File: config.mk
export PLATFORM = sky130hd
export DESIGN_NAME = bads_ctrl
export DESIGN_NICKNAME = d
export VERILOG_FILES = /design/src/hw/rtl/box_average_downsample_core_defines.svh /design/src/hw/rtl/bads_pkg.sv /design/src/hw/rtl/bads_ctrl.sv
export SDC_FILE = /design/constraint.sdc
export NUM_CORES = 1
export LEC_CHECK = 0
export BUFFER_PORTS_ARGS = -buffer_cell sky130_fd_sc_hd__buf_2
export CORE_AREA = 2 2 39 41
export DETAILED_ROUTE_END_ITERATION = 8
export DIE_AREA = 0 0 41 43
export PLACE_DENSITY = 0.38
export SKIP_LAST_GASP = 1
export SYNTH_ARGS = -nofsm -noshare
export SYNTH_HDL_FRONTEND = slang
export SYNTH_SLANG_ARGS = --single-unit
export TNS_END_PERCENT = 30
File: constraint.sdc
create_clock -name i_clk -period 1.06 [get_ports i_clk]
set_clock_uncertainty 0.15 [all_clocks]
set_input_delay 0 -clock i_clk [delete_from_list [all_inputs] [get_ports i_clk]]
set_output_delay 0 -clock i_clk [all_outputs]
set_load 0.03 [all_outputs]
File: src/hw/rtl/box_average_downsample_core_defines.svh
// ----------------------------------------------------------------------------
// Box average downsampler: assertion macros
// Shared property wrappers for the concurrent checks in the core.
// ----------------------------------------------------------------------------
`ifndef BOX_AVERAGE_DOWNSAMPLE_CORE_DEFINES_SVH
`define BOX_AVERAGE_DOWNSAMPLE_CORE_DEFINES_SVH

// Same-cycle implication, disabled while reset is asserted
`define BADS_ASSERT_IMPL(label, clk, rst_n, ante, cons) \
    label: assert property (@(posedge clk) disable iff (!rst_n) (ante) |-> (cons)) \
        else $error("bads: same-cycle check failed");

// Next-cycle implication, disabled while reset is asserted
`define BADS_ASSERT_NEXT(label, clk, rst_n, ante, cons) \
    label: assert property (@(posedge clk) disable iff (!rst_n) (ante) |=> (cons)) \
        else $error("bads: next-cycle check failed");

`endif

File: src/hw/rtl/bads_pkg.sv
// ----------------------------------------------------------------------------
// Box average downsampler package
// Widths, register indexes, handshake structs and clamp helpers.
// ----------------------------------------------------------------------------
package bads_pkg;

    localparam int MAX_WIDTH      = 4096;
    localparam int MAX_BOX        = 16;
    localparam int SAMPLE_BITS    = 32;
    localparam int SUM_BITS       = 40;
    localparam int COL_BITS       = 12;
    localparam int DIM_BITS       = 13;
    localparam int BOX_BITS       = 5;
    localparam int BIN_BITS       = 4;
    localparam int CNT_BITS       = 9;
    localparam int TALLY_BITS     = 25;
    localparam int DIV_STEPS      = SUM_BITS;
    localparam int DSTEP_BITS     = 6;
    localparam int CFG_ADDR_BITS  = 3;
    localparam int CFG_DATA_BITS  = 32;
    localparam int OUT_FIELD_BITS = SAMPLE_BITS + 2 * COL_BITS + TALLY_BITS;
    localparam int OUT_TDATA_BITS = ((OUT_FIELD_BITS + 7) / 8) * 8;

    // Configuration register indexes
    localparam logic [CFG_ADDR_BITS-1:0] REG_BOX_WIDTH  = 3'd0;
    localparam logic [CFG_ADDR_BITS-1:0] REG_BOX_HEIGHT = 3'd1;
    localparam logic [CFG_ADDR_BITS-1:0] REG_IN_WIDTH   = 3'd2;
    localparam logic [CFG_ADDR_BITS-1:0] REG_IN_HEIGHT  = 3'd3;
    localparam logic [CFG_ADDR_BITS-1:0] REG_MISSING    = 3'd4;

    localparam logic [TALLY_BITS-1:0] TALLY_MAX = {TALLY_BITS{1'b1}};

    // Controller to datapath
    typedef struct packed {
        logic accept;   // take a sample, snapshot position, issue row-store read
        logic acc;      // accumulate and write back
        logic step;     // one divider iteration
        logic load;     // fill the output register
    } t_cmd;

    // Datapath to controller
    typedef struct packed {
        logic emit;      // the accumulated sample closes a box
        logic div_done;  // final divider iteration this cycle
        logic out_free;  // output register can take a result
    } t_status;

    function automatic logic [BOX_BITS-1:0] clamp_box(input logic [BOX_BITS-1:0] v);
        logic [BOX_BITS-1:0] r;
        if (v == '0) begin
            r = BOX_BITS'(1);
        end else if (v > BOX_BITS'(MAX_BOX)) begin
            r = BOX_BITS'(MAX_BOX);
        end else begin
            r = v;
        end
        return r;
    endfunction

    function automatic logic [DIM_BITS-1:0] clamp_dim(input logic [DIM_BITS-1:0] v);
        logic [DIM_BITS-1:0] r;
        if (v == '0) begin
            r = DIM_BITS'(1);
        end else if (v > DIM_BITS'(MAX_WIDTH)) begin
            r = DIM_BITS'(MAX_WIDTH);
        end else begin
            r = v;
        end
        return r;
    endfunction

endpackage

File: src/hw/rtl/bads_ctrl.sv
// ----------------------------------------------------------------------------
// Box average downsampler controller
// Sequences accept, accumulate, divide and output load for one sample.
// ----------------------------------------------------------------------------
module bads_ctrl
    import bads_pkg::*;
(
    input  logic    i_clk,
    input  logic    i_rst_n,
    input  logic    i_s_tvalid,
    output logic    o_s_tready,
    input  t_status i_status,
    output t_cmd    o_cmd
);

    localparam logic [1:0] ST_IDLE = 2'd0;
    localparam logic [1:0] ST_ACC  = 2'd1;
    localparam logic [1:0] ST_DIV  = 2'd2;
    localparam logic [1:0] ST_LOAD = 2'd3;

    logic [1:0] r_state;
    logic [1:0] n_state;

    always_ff @(posedge i_clk) begin
        if (!i_rst_n) begin
            r_state <= ST_IDLE;
        end else begin
            r_state <= n_state;
        end
    end

    always_comb begin
        n_state    = r_state;
        o_cmd      = '0;
        o_s_tready = 1'b0;
        unique case (r_state)
            ST_IDLE: begin
                // take nothing while reset is held
                o_s_tready = i_rst_n;
                if (i_s_tvalid && i_rst_n) begin
                    o_cmd.accept = 1'b1;
                    n_state      = ST_ACC;
                end
            end
            ST_ACC: begin
                o_cmd.acc = 1'b1;
                n_state   = i_status.emit ? ST_DIV : ST_IDLE;
            end
            ST_DIV: begin
                o_cmd.step = 1'b1;
                if (i_status.div_done) begin
                    n_state = ST_LOAD;
                end
            end
            ST_LOAD: begin
                // hold until the output register drains
                if (i_status.out_free) begin
                    o_cmd.load = 1'b1;
                    n_state    = ST_IDLE;
                end
            end
            default: begin
                n_state = ST_IDLE;
            end
        endcase
    end

endmodule

== Word-level counts from Yosys, hierarchy flattened ==
Index checks and enable logic that the tools add are counted.

* Bits in registers: 2
* Input bits: 6
* Word-level logic and storage cells: 22

* Equal/unequal tests: 6
* Multiplexer cells: 12
* Reduce and logical (&&, ||, !) cells: 3

{| class="wikitable"
|+ Operators by type and width
! operator !! count
|-
| 2-bit two-way mux || 4
|-
| 2-bit case mux with 4 select lines || 1
|-
| 1-bit two-way mux || 7
|-
| 2-bit inequality test, second input constant || 3
|-
| 2-bit == test, second input constant || 2
|-
| 3-bit AND reduction || 1
|-
| 2-bit by 1-bit == test with 1-bit output, second input constant || 1
|-
| 2-bit zero test || 1
|-
| 1-bit logical AND || 1
|}

== Depth between registers and ports, before layout ==
* Depth after elaboration: 3
* Gate-level depth with buffers: 3

== Worst setup path after synthesis ==
OpenSTA, ideal clock, no wires.

* Path type: reg-to-output
* From: register (tool-made name)
* To: output o_cmd[3] in the netlist's numbering
* Arrival: 1.545 ns
* Path slack: -0.635 ns
* Stages on the path, launching flop included: 3
* Buffers on the path: 0
* Cell sequence: dfxtp_1 > nor3b_1 > and2_1

{| class="wikitable"
|+ RTL lines
! item !! line !! text
|-
| end, declared || bads_ctrl.sv:13 || <nowiki>output t_cmd o_cmd</nowiki>
|}

==> out/summary.json <==
{
  "chipHeight": {"value": 43, "unit": "um"},
  "violated_checks": {"value": "negative setup slack"},
  "part_of_the_cycle_the_worst_path_needs": {"value": 1.127},
  "rows": {"value": 14},
  "die_x": {"value": 41, "unit": "um"},
  "core_region_area": {"value": 1384, "unit": "um^2"},
  "placed_area": {"value": 222.7, "unit": "um^2"},
  "insertion_delay": {"value": 0.23, "unit": "ns"},
  "first_global_vias": {"value": 132},
  "multi_input_comb_area": {"value": 98.84, "unit": "um^2"},
  "p_switching": {"value": 106.6, "unit": "uW"},
  "worst_ep_required_time": {"value": 0.91, "unit": "ns"},
  "via_per_inst": {"value": 3.231},
  "clockBufferDepth": {"value": 2},
  "critical_path.slowest_cell": {"value": "dfxtp_4"},
  "hold_viol": {"value": 0},
  "share_comb_of_total_power": {"value": 0.307},
  "number_of_clock_buffers_inserted_by_tritoncts": {"value": 3},
  "detail_route.wirelength": {"value": 419, "unit": "um"},
  "synth.yosys.seq_area_share": {"value": 0.3232},
  "worst_path_cell_trace": {"value": "nor3b_4, and2_4, buf_6"},
  "synth_async_sr_flop_share": {"value": 0},
  "synth_area_per_cell": {"value": 8.258, "unit": "um^2"},
  "timing.critical_path.slowest_cell_delay": {"value": 0.35, "unit": "ns"},
  "clock_tree_from_tritoncts": {"value": "yes"},
  "final_critical_period": {"value": 1.195, "unit": "ns"},
  "average_wire_length_per_cell_after_detail_routing": {"value": 8.058, "unit": "um"},
  "floorplan.die_area": {"value": 1763, "unit": "um^2"},
  "holdWs": {"value": 0.01035, "unit": "ns"},
  "global_route.overflow_total": {"value": 0},
  "final-setup-viol-count": {"value": 5},
  "synthTopCellsByCount": {"value": "dfxtp_1, nor2b_1"},
  "layout.filler_cells": {"value": 157},
  "netSwitchingFraction": {"value": 0.2833},
  "totalNegativeSetupSlack": {"value": -0.5098, "unit": "ns"},
  "grt_setup_unrepaired": {"value": "yes"},
  "clock_pin_slew_reported_for_the_worst_setup_and_hold_paths_after_clock_tree_synthesis": {"value": 0.03, "unit": "ns"},
  "dr_total_vias": {"value": 168},
  "ant_nets": {"value": 0},
  "worst_slew_margin_rel": {"value": 0.9143},
  "synth_top_cell_by_area": {"value": "dfxtp_1"},
  "port_buffers": {"value": 10},
  "globalplace.congestion": {"value": 0.5863},
  "yosysWarningCount": {"value": 0},
  "num_io_pins": {"value": 11},
  "ctsRootBufferMaster": {"value": "clkbuf_4"},
  "design.final.nets": {"value": 44},
  "status": {"value": "finished, violations left"},
  "synth_seq_cells": {"value": 2},
  "post-route-cell-area": {"value": 321.6, "unit": "um^2"},
  "final-max-slew-violation-count": {"value": 0},
  "grt_first_pass_wirelength": {"value": 545, "unit": "um"},
  "final_cells": {"value": 52},
  "number_of_optimization_iterations_in_the_first_detailed_route_pass": {"value": 2},
  "worstPathArrival": {"value": 1.04, "unit": "ns"},
  "intPower": {"value": 269.6, "unit": "uW"},
  "synth_ff_type": {"value": "dfxtp_1"},
  "detail_route.drc_violations": {"value": 0},
  "dr.first_iter.drc_count": {"value": 1},
  "synth_cell_types": {"value": 13},
  "grt_antenna_before_repair": {"value": 0},
  "power.ir.vdd_worst": {"value": 0.6873, "unit": "mV"},
  "sequential_cell_area": {"value": 47.55, "unit": "um^2"},
  "htreeDepth": {"value": 1},
  "slew_at_the_pin_closest_to_its_max_slew_limit": {"value": 0.1250, "unit": "ns"},
  "antenna-diode-count": {"value": 0},
  "synth_nets": {"value": 21},
  "cellPowerDensity": {"value": 1170, "unit": "nW/um^2"},
  "worstSetupStartpointType": {"value": "flip-flop"},
  "grt.total_usage": {"value": 0.05405},
  "postLayoutSetupSlackWorst": {"value": -0.1349, "unit": "ns"},
  "clock-sinks": {"value": 2},
  "ff2ff_setup_slack": {"value": 0.04, "unit": "ns"},
  "seq_power_share": {"value": 0.239},
  "crit_fanout": {"value": 5},
  "synthCells": {"value": 15},
  "grt_max_degree": {"value": 7},
  "synth_largest_type_area_fraction": {"value": 0.3232},
  "dp_cells": {"value": 42},
  "share_clk_of_total_power": {"value": 0.454},
  "setup.worst_path.end_class": {"value": "primary output"},
  "p_leak": {"value": 0.0001608, "unit": "uW"},
  "synth_enable_flop_cells": {"value": 0},
  "initial_utilization": {"value": 0.08951},
  "post_synth_main_area_contributors": {"value": "dfxtp_1, nor2b_1, mux2i_1"},
  "syn2layout_area_growth": {"value": 159.6, "unit": "%"},
  "drive_gt1_frac": {"value": 0.6111},
  "timing.max_cap.violations": {"value": 0},
  "synthesis.area": {"value": 123.9, "unit": "um^2"},
  "timing.setup.critical_path_class": {"value": "flip-flop to primary output"},
  "timing.hold.worst.class": {"value": "input port to flip-flop"},
  "max_freq": {"value": 0.8369, "unit": "GHz"}
}
cell usage in the layout (no fill, tap or decap), drive strengths merged:
cell type,count
dfxtp,2
nor2b,3
and2b,1
and2,1
nand2,1
o21ai,1
clkbuf,3
a22oi,1
nor3b,1
a21oi,1
mux2i,1
inv,1
dlygate4sd3,4
and3,1
buf,14
metrics by stage:
step                power [uW]  setup slack (ns)  utilization
floorplan                152.5          -0.08829            -
global placement         183.6           0.03518       0.1609
detailed placement       182.3           0.03778       0.1609
CTS                      377.3           -0.1401       0.2269
global route             408.3           -0.1716       0.2324
finish                   376.1           -0.1349       0.2324
layer usage:
| layer | up-vias | wire [um] | global-route usage |
|---|---|---|---|
| li1 | 94 | - | - |
| met1 | 61 | 233 | 0.07325 |
| met2 | 13 | 122 | 0.04063 |
| met3 | 0 | 63 | 0.06283 |
| met4 | 0 | 0 | 0.04000 |
| met5 | - | 0 | 0 |
area by class of cell:
cell class	count	area share
Inverter	1	0.01167
Timing Repair Buffer	18	0.4008
Multi-Input combinational cell	12	0.3074
Clock buffer	3	0.07004
Sequential cell	2	0.1479
Tap cell	16	0.06226
power by group through the flow:
stage,clock network (uW),logic (uW),registers [uW]
after floorplan,0,58.0,94.5
after global routing,194,123,90.6
final,171,116,89.9
after detailed placement,0,86.5,95.7
after global placement,0,87.0,96.7
after CTS,176,110,90.7
cells by family (layout without fill, tap and decap cells):
group	count (synthesis)	count (layout)	synth area share
compound gates	3	3	0.1414
buf+inv	1	22	0.03027
flops	2	2	0.3232
mux	1	1	0.08081
simple gates	8	8	0.4243
worst max-delay path, delay by kind of cell, from the launching register on:
kind / cells / cell delay [ns]
and+or+nand+nor: 2 / 0.35
DFF: 1 / 0.35
buffers and inverters: 1 / 0.12
worst paths after layout:
path	depth (start not counted)	startpoint	endpoint
max	3	r_state[0]	o_cmd[3]
min	4	i_status[0]	r_state[0]
max reg2reg	4	flip-flop	flip-flop
min reg2reg	2	flip-flop	r_state[0]
what timing repair did:
item	4_1_cts	5_1_grt
hold buffers	4	0
setup buffers	2	1
endpoints found under the setup margin	5	6
endpoints found under the hold margin	2	0
pin swaps	2	2
resized for setup	5	0
(Power assumes the default switching activity.)
